--- config.mk ---
export PLATFORM = sky130hd
export DESIGN_NAME = content_length_deframer_unit
export DESIGN_NICKNAME = d
export VERILOG_FILES = /design/src/cld_pkg.sv /design/src/cld_in_stage.sv /design/src/cld_parser.sv /design/src/cld_out_stage.sv /design/src/content_length_deframer_unit.sv
export SDC_FILE = /design/constraint.sdc
export NUM_CORES = 1
export LEC_CHECK = 0
export ABC_AREA = 1
export BUFFER_PORTS_ARGS = -buffer_cell sky130_fd_sc_hd__buf_4
export CORE_AREA = 2 2 138 140
export DETAILED_ROUTE_END_ITERATION = 8
export DIE_AREA = 0 0 140 142
export PLACE_DENSITY = 0.65
export SYNTH_ARGS = -nofsm -noshare
export SYNTH_HDL_FRONTEND = slang
export SYNTH_SLANG_ARGS = --single-unit
--- constraint.sdc ---
create_clock -name clock -period 8 [get_ports clock]
set_input_delay 1.2 -clock clock [delete_from_list [all_inputs] [get_ports clock]]
set_output_delay 1.2 -clock clock [all_outputs]
set_load 0.005 [all_outputs]
--- src/cld_pkg.sv ---
package cld_pkg;

   localparam int PrefixLen = 16;
   localparam int PrefixIdxW = 4;
   localparam int OutLenW = 32;

   localparam logic [7:0] CharCr = 8'h0d;
   localparam logic [7:0] CharLf = 8'h0a;
   localparam logic [7:0] CharBigC = 8'h43;
   localparam logic [7:0] CharZero = 8'h30;
   localparam logic [7:0] CharNine = 8'h39;

   typedef struct packed {
      logic                vld;
      logic [7:0]          body_byte;
      logic                body_last;
      logic [OutLenW-1:0]  body_length;
      logic                empty_body;
      logic                header_error;
   } result_type;

   // "Content-Length: "
   function automatic logic [7:0] prefix_char(input logic [PrefixIdxW-1:0] idx);
      logic [7:0] ch;
      case (idx)
         4'd0:    ch = 8'h43;
         4'd1:    ch = 8'h6f;
         4'd2:    ch = 8'h6e;
         4'd3:    ch = 8'h74;
         4'd4:    ch = 8'h65;
         4'd5:    ch = 8'h6e;
         4'd6:    ch = 8'h74;
         4'd7:    ch = 8'h2d;
         4'd8:    ch = 8'h4c;
         4'd9:    ch = 8'h65;
         4'd10:   ch = 8'h6e;
         4'd11:   ch = 8'h67;
         4'd12:   ch = 8'h74;
         4'd13:   ch = 8'h68;
         4'd14:   ch = 8'h3a;
         4'd15:   ch = 8'h20;
         default: ch = 8'h00;
      endcase
      return ch;
   endfunction

endpackage

--- src/cld_in_stage.sv ---
module cld_in_stage (
   input  logic       clock,
   input  logic       reset,
   input  logic       req_valid,
   output logic       req_ready,
   input  logic [7:0] req_in_byte,
   input  logic       advance,
   output logic       in_vld,
   output logic [7:0] in_byte
);

   logic       vld_ff, vld_in;
   logic [7:0] byte_ff, byte_in;
   logic       fire;

   assign req_ready = !vld_ff || advance;
   assign fire = req_valid && req_ready;

   always_comb begin
      vld_in = vld_ff;
      byte_in = byte_ff;
      if (fire) begin
         vld_in = 1'b1;
         byte_in = req_in_byte;
      end else if (advance) begin
         vld_in = 1'b0;
      end
   end

   always_ff @(posedge clock) begin
      if (reset) begin
         vld_ff <= 1'b0;
      end else begin
         vld_ff <= vld_in;
      end
      byte_ff <= byte_in;
   end

   assign in_vld = vld_ff;
   assign in_byte = byte_ff;

endmodule

--- src/cld_parser.sv ---
module cld_parser #(
   parameter int LEN_BITS = 32
) (
   input  logic                clock,
   input  logic                reset,
   input  logic                advance,
   input  logic [7:0]          in_byte,
   output cld_pkg::result_type res
);

   localparam int AccW = LEN_BITS + 4;

   typedef enum logic [2:0] {
      PH_SEEK,
      PH_DIGITS,
      PH_HEADER,
      PH_BODY,
      PH_ERROR
   } phase_type;

   phase_type                        phase_ff, phase_in;
   logic [cld_pkg::PrefixIdxW-1:0]   pfx_ff, pfx_in;
   logic [LEN_BITS-1:0]              acc_ff, acc_in;
   logic                             seen_ff, seen_in;
   logic [1:0]                       term_ff, term_in;
   logic [LEN_BITS-1:0]              rem_ff, rem_in;

   logic          is_cr, is_lf, is_digit;
   logic [3:0]    digit;
   logic [AccW-1:0] acc_ext, acc_next;
   logic          ovf;

   assign is_cr = (in_byte == cld_pkg::CharCr);
   assign is_lf = (in_byte == cld_pkg::CharLf);
   assign is_digit = (in_byte >= cld_pkg::CharZero) && (in_byte <= cld_pkg::CharNine);
   assign digit = 4'(in_byte - cld_pkg::CharZero);
   assign acc_ext = AccW'(acc_ff);
   // acc * 10 + digit; any bit above LEN_BITS means overflow
   assign acc_next = (acc_ext << 3) + (acc_ext << 1) + AccW'(digit);
   assign ovf = |acc_next[AccW-1:LEN_BITS];

   always_comb begin
      phase_in = phase_ff;
      pfx_in = pfx_ff;
      acc_in = acc_ff;
      seen_in = seen_ff;
      term_in = term_ff;
      rem_in = rem_ff;
      res = '0;
      case (phase_ff)
         PH_SEEK: begin
            if (in_byte == cld_pkg::prefix_char(pfx_ff)) begin
               if (pfx_ff == cld_pkg::PrefixIdxW'(cld_pkg::PrefixLen - 1)) begin
                  pfx_in = '0;
                  phase_in = PH_DIGITS;
                  acc_in = '0;
                  seen_in = 1'b0;
                  term_in = '0;
               end else begin
                  pfx_in = pfx_ff + cld_pkg::PrefixIdxW'(1);
               end
            end else begin
               pfx_in = (in_byte == cld_pkg::CharBigC) ? cld_pkg::PrefixIdxW'(1) : '0;
            end
         end
         PH_DIGITS: begin
            if (term_ff == 2'd1) begin
               if (is_lf) begin
                  phase_in = PH_HEADER;
                  term_in = 2'd2;
               end else begin
                  phase_in = PH_ERROR;
                  res.vld = 1'b1;
                  res.header_error = 1'b1;
               end
            end else if (is_cr) begin
               if (seen_ff) begin
                  term_in = 2'd1;
               end else begin
                  phase_in = PH_ERROR;
                  res.vld = 1'b1;
                  res.header_error = 1'b1;
               end
            end else if (is_digit && !ovf) begin
               acc_in = acc_next[LEN_BITS-1:0];
               seen_in = 1'b1;
            end else begin
               phase_in = PH_ERROR;
               res.vld = 1'b1;
               res.header_error = 1'b1;
            end
         end
         PH_HEADER: begin
            if ((term_ff == 2'd0 || term_ff == 2'd2) && is_cr) begin
               term_in = term_ff + 2'd1;
            end else if (term_ff == 2'd1 && is_lf) begin
               term_in = 2'd2;
            end else if (term_ff == 2'd3 && is_lf) begin
               term_in = '0;
               if (acc_ff == '0) begin
                  phase_in = PH_SEEK;
                  res.vld = 1'b1;
                  res.body_last = 1'b1;
                  res.empty_body = 1'b1;
               end else begin
                  rem_in = acc_ff;
                  phase_in = PH_BODY;
               end
            end else begin
               term_in = is_cr ? 2'd1 : 2'd0;
            end
         end
         PH_BODY: begin
            rem_in = rem_ff - LEN_BITS'(1);
            res.vld = 1'b1;
            res.body_byte = in_byte;
            res.body_length = cld_pkg::OutLenW'(acc_ff);
            if (rem_ff == LEN_BITS'(1)) begin
               phase_in = PH_SEEK;
               pfx_in = '0;
               res.body_last = 1'b1;
            end
         end
         PH_ERROR: begin
            // stopped until reset
         end
         default: begin
            phase_in = PH_ERROR;
         end
      endcase
   end

   always_ff @(posedge clock) begin
      if (reset) begin
         phase_ff <= PH_SEEK;
         pfx_ff <= '0;
         acc_ff <= '0;
         seen_ff <= 1'b0;
         term_ff <= '0;
         rem_ff <= '0;
      end else if (advance) begin
         phase_ff <= phase_in;
         pfx_ff <= pfx_in;
         acc_ff <= acc_in;
         seen_ff <= seen_in;
         term_ff <= term_in;
         rem_ff <= rem_in;
      end
   end

endmodule

--- src/cld_out_stage.sv ---
module cld_out_stage (
   input  logic                         clock,
   input  logic                         reset,
   input  logic                         advance,
   input  cld_pkg::result_type          res,
   output logic                         rsp_valid,
   input  logic                         rsp_ready,
   output logic [7:0]                   rsp_body_byte,
   output logic                         rsp_body_last,
   output logic [cld_pkg::OutLenW-1:0]  rsp_body_length,
   output logic                         rsp_empty_body,
   output logic                         rsp_header_error
);

   logic                vld_ff, vld_in;
   cld_pkg::result_type data_ff, data_in;

   always_comb begin
      vld_in = vld_ff && !rsp_ready;
      data_in = data_ff;
      if (advance) begin
         vld_in = res.vld;
         if (res.vld) begin
            data_in = res;
         end
      end
   end

   always_ff @(posedge clock) begin
      if (reset) begin
         vld_ff <= 1'b0;
      end else begin
         vld_ff <= vld_in;
      end
      data_ff <= data_in;
   end

   assign rsp_valid = vld_ff;
   assign rsp_body_byte = data_ff.body_byte;
   assign rsp_body_last = data_ff.body_last;
   assign rsp_body_length = data_ff.body_length;
   assign rsp_empty_body = data_ff.empty_body;
   assign rsp_header_error = data_ff.header_error;

endmodule

--- src/content_length_deframer_unit.sv ---
// channel  | direction | handshake              | payload
// req_     | in        | req_valid / req_ready  | req_in_byte[7:0]
// rsp_     | out       | rsp_valid / rsp_ready  | rsp_body_byte, rsp_body_last,
//          |           |                        | rsp_body_length[31:0], rsp_empty_body,
//          |           |                        | rsp_header_error
//
// One byte per cycle while the result register drains or has room.
// Each byte sits in the input register, then the header state machine decides
// combinationally whether it yields a word for the result register.
// A stalled result register holds the input register; req_ready stays high as
// long as the result register drains or has room.
// Synchronous reset returns to prefix search; after a header error every
// byte is consumed with no result until reset.
module content_length_deframer_unit #(
   parameter int LEN_BITS = 32
) (
   input  logic                         clock,
   input  logic                         reset,
   input  logic                         req_valid,
   output logic                         req_ready,
   input  logic [7:0]                   req_in_byte,
   output logic                         rsp_valid,
   input  logic                         rsp_ready,
   output logic [7:0]                   rsp_body_byte,
   output logic                         rsp_body_last,
   output logic [cld_pkg::OutLenW-1:0]  rsp_body_length,
   output logic                         rsp_empty_body,
   output logic                         rsp_header_error
);

   logic                in_vld;
   logic [7:0]          in_byte;
   logic                advance;
   cld_pkg::result_type res;

   // advance the held byte when the result register can take a word
   assign advance = in_vld && (!rsp_valid || rsp_ready);

   cld_in_stage u_in (
      .clock       (clock),
      .reset       (reset),
      .req_valid   (req_valid),
      .req_ready   (req_ready),
      .req_in_byte (req_in_byte),
      .advance     (advance),
      .in_vld      (in_vld),
      .in_byte     (in_byte)
   );

   cld_parser #(
      .LEN_BITS (LEN_BITS)
   ) u_parser (
      .clock   (clock),
      .reset   (reset),
      .advance (advance),
      .in_byte (in_byte),
      .res     (res)
   );

   cld_out_stage u_out (
      .clock            (clock),
      .reset            (reset),
      .advance          (advance),
      .res              (res),
      .rsp_valid        (rsp_valid),
      .rsp_ready        (rsp_ready),
      .rsp_body_byte    (rsp_body_byte),
      .rsp_body_last    (rsp_body_last),
      .rsp_body_length  (rsp_body_length),
      .rsp_empty_body   (rsp_empty_body),
      .rsp_header_error (rsp_header_error)
   );

endmodule

==> flow_summary.json, run 1 <==
{
  "final.period_utilization": 0.504,
  "cts_tree": "done",
  "crit_required_ns": 8.06,
  "syn_area_per_cell_um2": 7.32,
  "detailroute.via_count": 8225,
  "finish.net_count": 1377,
  "chipWidth_um": 140,
  "crit_path_start": "u_in.in_byte[3]",
  "floorplan.die_area_mm2": 0.0199,
  "detailedRoute.firstIterationViolations": 570,
  "power.total_w": 0.00152,
  "part_of_the_total_power_dissipated_in_sequential_elements": 0.468,
  "worstPathMaxFanout": 43,
  "cts.sink_count": 134,
  "dominant_combinational_cell_family_by_area_after_synthesis": "simple AND/OR/NAND/NOR gates",
  "filler_cell_count": 1772,
  "worst_path_max_delay_cell": "inv_2",
  "run_status": "finished, violations left",
  "cp_common_cell": "nand2_1",
  "worst_r2r_startpoint": "u_in.in_byte[3]",
  "muxShareOfSynthArea": 0,
  "antenna_left": 0,
  "die-height_um": 142,
  "grt_setup_unrepaired": "false",
  "io_pins": 57,
  "clkLatencyLatePin_ns": 0.44,
  "syn-num-nets": 1329,
  "synthFlopType": "dfxtp_1",
  "worst_clock_skew_ns": 0.0150,
  "synth_simple_gate_area_share": 0.271,
  "drt-wirelength-per-cell_um": 15.3,
  "path_cells": "inv_1, fa_1, inv_1, fa_1, nand3_1, nand3_2, nand2_1, nand2_1, nand2_1, nand2_2, nand2_1, nand3_1, nand2_1, nor2_1, nand2_2, nand2_1, nand2_1, nand2_1, nand2_1, nand2_1, inv_2",
  "root_buffer": "clkbuf_16",
  "antenna-diode-count": 0,
  "place_area_mm2": 0.00967,
  "grt_antenna_before_repair": 0,
  "final_period_minus_worst_setup_slack_ns": 4.03,
  "wirelength_um": 23500,
  "p_sw_w": 0.000389,
  "cts.htree.levels": 4,
  "detailedPlacementHpwl_um": 17200,
  "core_area_mm2": 0.0185,
  "synth_compound_area_frac": 0.139,
  "first_global_vias": 7837,
  "fraction_of_layout_cells_with_a_size_suffix_above_1": 0.131,
  "layout.core_utilization": 0.555,
  "post_synth_inst_count": 1240,
  "synth-seq-cells": 134,
  "viasPerCell": 5.36,
  "ctsResizeCount": 0,
  "setup.worst_path.class": "register to register",
  "cts.hold.buffers_added": 0,
  "maxSlewHeadroom": 0.326,
  "cts_buffers": 17,
  "clk_transition_reported_paths_ns": 0.07,
  "synth_xor_area_frac": 0.0453,
  "timing.fmax_ghz": 0.248,
  "transition_at_the_pin_with_the_smallest_max_transition_slack_ns": 1.01,
  "design_area_mm2": 0.0102,
  "hp-start": "u_parser.seen_ff",
  "post-cts-setup-buffer-count": 0,
  "hold_path.class": "register to register",
  "hold_violations": 0,
  "grt_first_pass_wirelength_um": 39200,
  "largest_net_degree_at_the_start_of_global_routing": 64,
  "setup.worst_path.end_class": "register",
  "async_flop_share": 0,
  "cellPowerDensity_mw_per_mm2": 149,
  "final-setup-viol-count": 0,
  "drc": 2,
  "fp-row-count": 50,
  "clkPwrFrac": 0.510,
  "initial_utilization": 0.492,
  "hold_ws_ns": 0.489,
  "max-cap-violations": 0,
  "timing_max_transition_violations_final": 0,
  "worst_ep_arrival_time_ns": 4.09,
  "clockBufferDepth": 2,
  "share_of_synthesized_area_occupied_by_flip_flops_and_latches": 0.352,
  "synth_area_mm2": 0.00908,
  "critPathMaxStageDelay_ns": 0.74,
  "fin_tns_setup_ns": 0,
  "grt_usage": 0.246,
  "crit_path_start_kind": "register",
  "pint_w": 0.00114,
  "buffer_ports.inserted": 56,
  "drt_first_pass_iters": 8,
  "grt-ovfl-total": 0,
  "place_congestion": 0.949,
  "flow.area_growth_from_synthesis_pct": 12.8,
  "synth.lib_cells_used.distinct": 52,
  "p_sw_frac": 0.255,
  "combinationalPowerShare": 0.022,
  "post_synth_fa_ha_maj_area_fraction": 0.108,
  "number_of_flops_mapped_to_enable_cells_by_yosys": 51,
  "violated_checks": "DRC",
  "p_leak_nw": 4.83,
  "power.ir.vdd_worst_mv": 0.141,
  "ys_warn_count": 0
}
==> Yosys cell counts (all sizes together) (2+ instances only) <==
| master | count | area [um^2] |
|---|---|---|
| nand2 | 337 | 1330 |
| inv | 157 | 592 |
| nor2 | 145 | 584 |
| a21oi | 115 | 651 |
| dfxtp | 83 | 1660 |
| ha | 75 | 938 |
| o21ai | 62 | 322 |
| edfxtp | 51 | 1530 |
| nand3 | 40 | 228 |
| xor2 | 30 | 263 |
| clkbuf | 18 | 67.6 |
| nor3 | 17 | 90.1 |
| xnor2 | 17 | 149 |
| buf | 14 | 97.6 |
| nand4 | 13 | 81.3 |
| nor4 | 12 | 81.3 |
| o211ai | 10 | 75.1 |
| a31oi | 8 | 50.1 |
| o21bai | 5 | 37.5 |
| or2 | 5 | 31.3 |
| a211oi | 4 | 30.0 |
| and3 | 3 | 18.8 |
| clkinv | 3 | 12.5 |
| o31ai | 3 | 27.5 |
| a32o | 2 | 20.0 |
| fa | 2 | 40.0 |
| nor3b | 2 | 20.0 |
| o22ai | 2 | 12.5 |
| o41ai | 2 | 17.5 |
==> through the flow <==
step | std cells | setup slack, ns
after global placement | 1503 | 4.06
after floorplan | 1240 | 4.19
after global routing | 1535 | 3.64
after detailed placement | 1503 | 3.96
after CTS | 1535 | 3.91
final | 1535 | 3.97
==> routing by layer <==
layer	GRT usage	routed length, um	vias up
met3	0.0394	1200	33
met1	0.342	11400	3778
met5	0	0	-
met2	0.391	10500	240
li1	-	-	4174
met4	0.0829	475	0
==> logic make-up after synthesis <==
logic type      after synthesis
fa+ha+maj                    77
flops                       134
simple gates                574
buf+inv                     192
xor+xnor                     47
compound gates              216
==> power groups by stage <==
stage	clock network (W)	logic (W)	registers [W]
after floorplan	0	0.0000223	0.000727
after global placement	0	0.0000335	0.000729
after detailed placement	0	0.0000337	0.000729
after CTS	0.000787	0.0000339	0.000714
after global routing	0.000818	0.0000382	0.000714
final	0.000777	0.0000337	0.000714
==> flip-flops by register name (all words and copies together) (netlist names), named ones only <==
register and count:
u_out.rsp_body_byte 8, u_out.rsp_header_error 1, u_out.rsp_body_last 1, u_in.in_vld 1
u_parser.acc_ff 32, u_parser.seen_ff 1, u_in.in_byte 8, u_parser.pfx_ff 4
u_parser.phase_ff 3, u_out.rsp_body_length 32, u_parser.term_ff 2, u_parser.rem_ff 32
u_out.rsp_empty_body 1, u_out.rsp_valid 1
==> worst paths after layout <==
kind / to / slack [ns] / cells past startpoint
worst min-delay path: u_parser.seen_ff / 0.49 / 2
worst min register to register: u_parser.seen_ff / 0.49 / 2
worst max-delay path: u_out.rsp_body_length[10] / 3.97 / 21
worst max register to register: u_out.rsp_body_length[10] / 3.97 / 21
==> layout make-up <==
cell class	count	area [um^2]	share of cell area
Multi-Input combinational cell	914	5120	0.500
Sequential cell	134	3190	0.312
Timing Repair Buffer	61	458	0.0447
Inverter	160	604	0.0590
Clock inverter	15	149	0.0145
Clock buffer	17	425	0.0415
Tap cell	234	293	0.0286
==> placed cells by master (no fill, tap or decap), drive strengths merged, types with 17 or more instances in the layout <==
master	count
nand2	337
xor2	30
inv	169
nand3	40
a21oi	115
clkbuf	17
xnor2	17
ha	75
buf	61
nor2	145
o21ai	62
nor3	17
dfxtp	83
edfxtp	51
==> critical path, delay by kind of cell (launching register included) <==
kind / cells / cell delay (ns)
adders and majority gates: 2 / 1.03
buffers and inverters: 3 / 0.93
DFF: 1 / 0.42
and+or+nand+nor: 16 / 1.24
No activity file was read; power rests on OpenSTA's default activity.
==> run 2, diff against run 1 <==
ABC_AREA = 0   (was 1)
CORE_AREA = 2 2 136 138   (was 2 2 138 140)
DIE_AREA = 0 0 138 140   (was 0 0 140 142)
clock period = 4.1 ns   (was 8 ns; I/O delays follow)
==> run 2 against run 1 <==
The run now ends clean; register-to-register slack got worse by 3.8 ns; worst hold slack got worse by 0.13 ns; final cell count fell by 12%; largest power group unchanged; combinational power rose by 85%; routed wire length rose by 7.2%; synthesized cell count fell by 19%; setup slack got worse by 3.8 ns; critical endpoint unchanged; power rose by 100%; sequential share of layout area fell by 1.3 points.
==> flow_summary.json, run 2 <==
{
  "run_status": "complete, no violations",
  "holdPathEnd": "u_in.in_byte[5]",
  "chipWidth_um": 138,
  "reg2reg_to": "u_out.rsp_body_length[10]",
  "synth.lib_cells_used.distinct": 76,
  "syn_area_per_cell_um2": 8.75,
  "flow.area_growth_from_synthesis_pct": 21.0,
  "detailedRoute.firstIterationViolations": 680,
  "post-synth-top-area-fraction": 0.188,
  "clk_transition_reported_paths_ns": 0.06,
  "hold_violations": 0,
  "p_leak_nw": 4.62,
  "filler_cell_count": 1587,
  "core_area_mm2": 0.0178,
  "synth_area_mm2": 0.00884,
  "antenna_left": 0,
  "crit_path_start_kind": "register",
  "ys_warn_count": 0,
  "post_synth_inst_count": 1010,
  "setup_ws_ns": 0.153,
  "worst_r2r_path_depth": 15,
  "part_of_the_total_power_dissipated_in_sequential_elements": 0.444,
  "setup.worst_path.class": "register to register",
  "pint_w": 0.00247,
  "grt_antenna_before_repair": 0,
  "root_buffer": "clkbuf_16",
  "cts.sink_count": 134,
  "grt_setup_unrepaired": "true",
  "power.ir.vdd_worst_mv": 0.283,
  "pre_cts_slack_ns": -0.134,
  "max-cap-violations": 0,
  "drt-wirelength-per-cell_um": 18.7,
  "ff2ff_setup_slack_ns": 0.15,
  "final-setup-viol-count": 0,
  "p_sw_w": 0.000652,
  "clkPwrFrac": 0.536,
  "floorplan.die_area_mm2": 0.0193,
  "place_congestion": 0.985,
  "design_area_mm2": 0.0107,
  "fp-row-count": 49,
  "final_common_cell": "buf_4",
  "cts.htree.levels": 4,
  "timing.fmax_ghz": 0.253,
  "synth-seq-cells": 134,
  "die-height_um": 140,
  "cellPowerDensity_mw_per_mm2": 292,
  "wirelength_um": 25200,
  "worst_r2r_startpoint": "u_in.in_byte[3]",
  "final.period_utilization": 0.963,
  "buffer_ports.inserted": 56,
  "cts_tree": "done",
  "place_area_mm2": 0.00985,
  "final_period_minus_worst_setup_slack_ns": 3.95,
  "worstPathMaxFanout": 8,
  "first_global_vias": 7728,
  "hp-start": "req_in_byte[5]",
  "timing.hold.worst_path_depth": 1,
  "fraction_of_layout_cells_with_a_size_suffix_above_1": 0.173,
  "post-synth-top-count-cell": "nand2_1",
  "crit_required_ns": 4.29,
  "combinationalPowerShare": 0.020,
  "synthFlopType": "dfxtp_1",
  "clkLatencyLatePin_ns": 0.43,
  "synthDominantAreaCellType": "dfxtp_1",
  "final_cell_mix": "115 x buf_4, 100 x nand2_1, 81 x dfxtp_1",
  "io_pins": 57,
  "finish.net_count": 1192,
  "initial_utilization": 0.497,
  "number_of_flops_mapped_to_enable_cells_by_yosys": 51,
  "grt_first_pass_wirelength_um": 39500,
  "yosys-top-cells-area": "dfxtp_1 19%, edfxtp_1 17%, ha_1 11%",
  "drt_first_pass_iters": 6,
  "drc": 0,
  "syn-num-nets": 1099,
  "viasPerCell": 6.04,
  "hold_ws_ns": 0.358,
  "async_flop_share": 0,
  "worst_clock_skew_ns": 0.00602,
  "maxSlewHeadroom": 0.141,
  "grt_usage": 0.254,
  "worst_ep_arrival_time_ns": 4.13,
  "cts_buffers": 17,
  "largest_net_degree_at_the_start_of_global_routing": 90,
  "fin_tns_setup_ns": 0,
  "transition_at_the_pin_with_the_smallest_max_transition_slack_ns": 1.29,
  "timing_max_transition_violations_final": 0,
  "antenna-diode-count": 0,
  "detailroute.via_count": 8119,
  "clockBufferDepth": 2,
  "p_sw_frac": 0.209,
  "detailedPlacementHpwl_um": 17300,
  "setup.worst_path.end_class": "register",
  "grt-ovfl-total": 0,
  "synth_top_cells_by_count": "101 x nand2_1, 83 x dfxtp_1, 80 x a21oi_1",
  "share_of_synthesized_area_occupied_by_flip_flops_and_latches": 0.361,
  "hold_path.class": "input pin to register"
}
[run 2: final cells by class]
cell class / instances / area, um^2 / area share
clock buffers: 22 / 507 / 0.0474
clock inverters: 10 / 138 / 0.0129
inverters: 31 / 116 / 0.0109
multi-input cells: 794 / 5410 / 0.506
flip-flops and latches: 134 / 3200 / 0.299
well taps: 229 / 287 / 0.0268
repair buffers: 125 / 1040 / 0.0976
[run 2: cells by family (layout without fill, tap and decap cells)]
group / Yosys count / in the layout / synth area share
compound gates: 262 / 262 / 0.194
xor+xnor: 33 / 33 / 0.0327
fa+ha+maj: 78 / 78 / 0.112
buf+inv: 82 / 188 / 0.0375
flops: 134 / 134 / 0.361
mux: 32 / 32 / 0.0365
simple gates: 389 / 389 / 0.226
[run 2: power by group through the flow]
stage / logic (W) / registers, W / clock network (W)
floorplan: 0.0000342 / 0.00142 / 0
global placement: 0.0000596 / 0.00142 / 0
detailed placement: 0.0000609 / 0.00142 / 0
CTS: 0.0000612 / 0.00139 / 0.00169
global route: 0.0000688 / 0.00139 / 0.00175
finish: 0.0000625 / 0.00139 / 0.00167
[run 2: per-layer routing]
metal | vias up | track usage | routed length, um
met5 | - | 0 | 0
met4 | 0 | 0.0983 | 703
met3 | 62 | 0.0434 | 1320
met2 | 290 | 0.425 | 11900
met1 | 3818 | 0.330 | 11300
li1 | 3949 | - | -
[run 2: critical path: stages (launching register included)]
cell and delay [ns]:
edfxtp_1 0.41, inv_2 0.09, fa_1 0.43, inv_2 0.10, buf_6 0.10, ha_4 0.18
a21o_1 0.19, nand4_1 0.13, a311oi_2 0.14, a311o_1 0.44, a41o_1 0.24, a2111oi_4 0.40
o21ai_2 0.18, o31ai_4 0.32, nand2_4 0.15, clkbuf_16 0.21
[run 2: through the flow]
| step | std cells | power, W | utilization |
|---|---|---|---|
| 3_3_place_gp | 1305 | 0.00148 | 0.554 |
| 3_5_place_dp | 1305 | 0.00148 | 0.554 |
| 4_1_cts | 1338 | 0.00314 | 0.592 |
| 6_report | 1345 | 0.00312 | 0.601 |
| 5_1_grt | 1345 | 0.00321 | 0.601 |
| 2_1_floorplan | 1010 | 0.00145 | - |
[run 2: how the worst max path moves through the flow]
stage / endpoint / slack [ns] / start / depth (start not counted)
global placement: u_out.rsp_body_length[1] / 0.04 / u_in.in_byte[3] / 16
detailed placement: u_out.rsp_body_length[15] / -0.13 / u_in.in_byte[3] / 16
CTS: u_out.rsp_body_length[20] / 0.03 / u_in.in_byte[3] / 16
finish: u_out.rsp_body_length[10] / 0.15 / u_in.in_byte[3] / 15
floorplan: u_out.rsp_body_byte[0] / 0.05 / u_in.in_byte[3] / 13
global route: u_out.rsp_body_length[10] / -0.03 / u_in.in_byte[3] / 15
[run 2: what timing repair did]
| action | CTS | global route |
|---|---|---|
| cloned | 0 | 4 |
| endpoints found under the hold margin | 0 | 0 |
| hold buffers | 0 | 0 |
| buffers inserted | 1 | 3 |
| resized for setup | 5 | 16 |
| pin swaps | 3 | 15 |
| endpoints found under the setup margin | 78 | 80 |
==> run 3, diff against run 2 <==
CELL_PAD_IN_SITES_DETAIL_PLACEMENT = 1   (was unset)
CELL_PAD_IN_SITES_GLOBAL_PLACEMENT = 2   (was unset)
CORE_AREA = 2 2 156 158   (was 2 2 136 138)
DIE_AREA = 0 0 158 160   (was 0 0 138 140)
PLACE_DENSITY = 0.77   (was 0.65)
==> run 3 against run 2 <==
Cell area up 0.85%; register-to-register slack better by 0.08 ns; first-iteration DRC count down 31%; combinational power down 1%; non-clock buffer count up 7; setup slack better by 0.085 ns; clock power down 3%; sequential share of layout area down 0.28 points; count of clock-buffer cells in the layout unchanged; power down 1.8%; critical path depth up 2; sequential power about the same; critical endpoint is now u_out.rsp_body_length[27]; largest cell class unchanged.
==> flow_summary.json, run 3 (synthesis results as in run 2) <==
{
  "run_status": "complete, no violations",
  "initial_utilization": 0.371,
  "finish.net_count": 1199,
  "transition_at_the_pin_with_the_smallest_max_transition_slack_ns": 1.02,
  "first_global_vias": 8280,
  "antenna-diode-count": 0,
  "clockBufferDepth": 2,
  "fraction_of_layout_cells_with_a_size_suffix_above_1": 0.172,
  "reg2reg_to": "u_out.rsp_body_length[27]",
  "crit_path_start_kind": "register",
  "p_leak_nw": 4.63,
  "clkLatencyLatePin_ns": 0.43,
  "buffer_ports.inserted": 56,
  "die-height_um": 160,
  "hold_violations": 0,
  "hold_ws_ns": 0.363,
  "chipWidth_um": 158,
  "fp-row-count": 57,
  "worst_ep_arrival_time_ns": 4.04,
  "crit_path_start": "u_in.in_byte[3]",
  "drc": 0,
  "power.ir.vdd_worst_mv": 0.229,
  "holdPathEnd": "u_in.in_byte[0]",
  "cellPowerDensity_mw_per_mm2": 285,
  "wirelength_um": 29500,
  "flow.area_growth_from_synthesis_pct": 22.0,
  "grt_usage": 0.236,
  "largest_net_degree_at_the_start_of_global_routing": 90,
  "maxSlewHeadroom": 0.318,
  "hold_path.class": "input pin to register",
  "drt-wirelength-per-cell_um": 20.4,
  "place_congestion": 0.837,
  "ff2ff_setup_slack_ns": 0.24,
  "grt_first_pass_wirelength_um": 46600,
  "setup.worst_path.class": "register to register",
  "hp-start": "req_in_byte[0]",
  "viasPerCell": 5.66,
  "timing_max_transition_violations_final": 0,
  "final_cell_mix": "127 x buf_4, 99 x nand2_1, 83 x dfxtp_1",
  "timing.hold.worst_path_depth": 1,
  "antenna_left": 0,
  "cts_tree": "done",
  "root_buffer": "clkbuf_16",
  "timing.fmax_ghz": 0.259,
  "clk_transition_reported_paths_ns": 0.06,
  "final.period_utilization": 0.942,
  "worst_r2r_path_depth": 17,
  "floorplan.die_area_mm2": 0.0253,
  "cts_buffers": 17,
  "cts.sink_count": 134,
  "final_period_minus_worst_setup_slack_ns": 3.86,
  "detailedRoute.firstIterationViolations": 469,
  "detailroute.via_count": 8192,
  "worst_r2r_startpoint": "u_in.in_byte[3]",
  "fin_tns_setup_ns": 0,
  "detailedPlacementHpwl_um": 21100,
  "io_pins": 57,
  "max-cap-violations": 0,
  "grt-ovfl-total": 0,
  "final-setup-viol-count": 0,
  "worstPathMaxFanout": 11,
  "grt_antenna_before_repair": 0,
  "worst_clock_skew_ns": 0.0129,
  "setup.worst_path.end_class": "register",
  "final_common_cell": "buf_4",
  "core_area_mm2": 0.0238,
  "cts.htree.levels": 4,
  "crit_required_ns": 4.28,
  "drt_first_pass_iters": 5
}
-- run 3: cell count changes in the layout (fill, tap and decap cells not counted), moves of 3 or more --
| cell | change |
|---|---|
| buf_6 | -4 |
| inv_1 | +3 |
| inv_2 | -3 |
| buf_4 | +12 |
-- run 3: power by group --
| group | leakage (nW) | switching (W) | internal (W) |
|---|---|---|---|
| Combinational | 3.09 | 0.0000359 | 0.0000259 |
| Clock | 0.292 | 0.000637 | 0.000983 |
| Sequential | 1.25 | 0.00000756 | 0.00138 |
| Total | 4.63 | 0.000680 | 0.00239 |
-- run 3: worst max-delay path by stage --
stage / cells after the start / end
floorplan: 13 / u_out.rsp_body_byte[0]
global placement: 17 / u_out.rsp_body_length[30]
detailed placement: 17 / u_out.rsp_body_length[25]
CTS: 17 / u_out.rsp_header_error
global route: 17 / u_out.rsp_body_length[27]
finish: 17 / u_out.rsp_body_length[27]
-- run 3: per-layer routing --
metal  routed length, um  GRT usage  vias to the layer above
met5                   0          0                        -
met4                 469     0.0553                        0
met3                1150     0.0339                       24
met2               14200      0.387                      192
met1               13700      0.329                     4019
li1                    -          -                     3957
-- run 3: worst max-delay path, stage by stage (launching register included) --
cell and delay [ns]:
edfxtp_1 0.35, inv_1 0.08, fa_1 0.54, inv_1 0.07, fa_2 0.37, a211oi_2 0.21, o211ai_1 0.19, a21oi_2 0.19
o21ai_2 0.10, a2111oi_4 0.35, buf_4 0.17, xor2_1 0.16, buf_4 0.16, inv_1 0.06, o31ai_2 0.18, buf_4 0.16
nand2_4 0.09, clkbuf_16 0.20
-- run 3: repair_timing --
action                                  CTS  global route
gates cloned                              0             2
pin swaps                                 1            10
setup buffers                             0             2
gates resized for setup                   3             8
endpoints found under the setup margin   80            80
hold buffers                              0             0
-- run 3: layout make-up --
class | count | area [um^2]
clock inverters | 10 | 115
flip-flops and latches | 134 | 3190
repair buffers | 132 | 1060
multi-input cells | 794 | 5400
well taps | 324 | 405
clock buffers | 22 | 495
inverters | 31 | 116
fillers | 2811 | 13000
-- run 3: per-stage QoR --
step	instances	instance area (um^2)	utilization	worst slack (ns)	power [W]
after floorplan	1010	8860	-	0.0452	0.00145
after global placement	1411	10100	0.422	0.0416	0.00148
after detailed placement	1411	10100	0.422	-0.212	0.00148
after CTS	1443	10700	0.448	0.0172	0.00309
after global routing	1447	10800	0.453	-0.00512	0.00316
final	1447	10800	0.453	0.238	0.00307
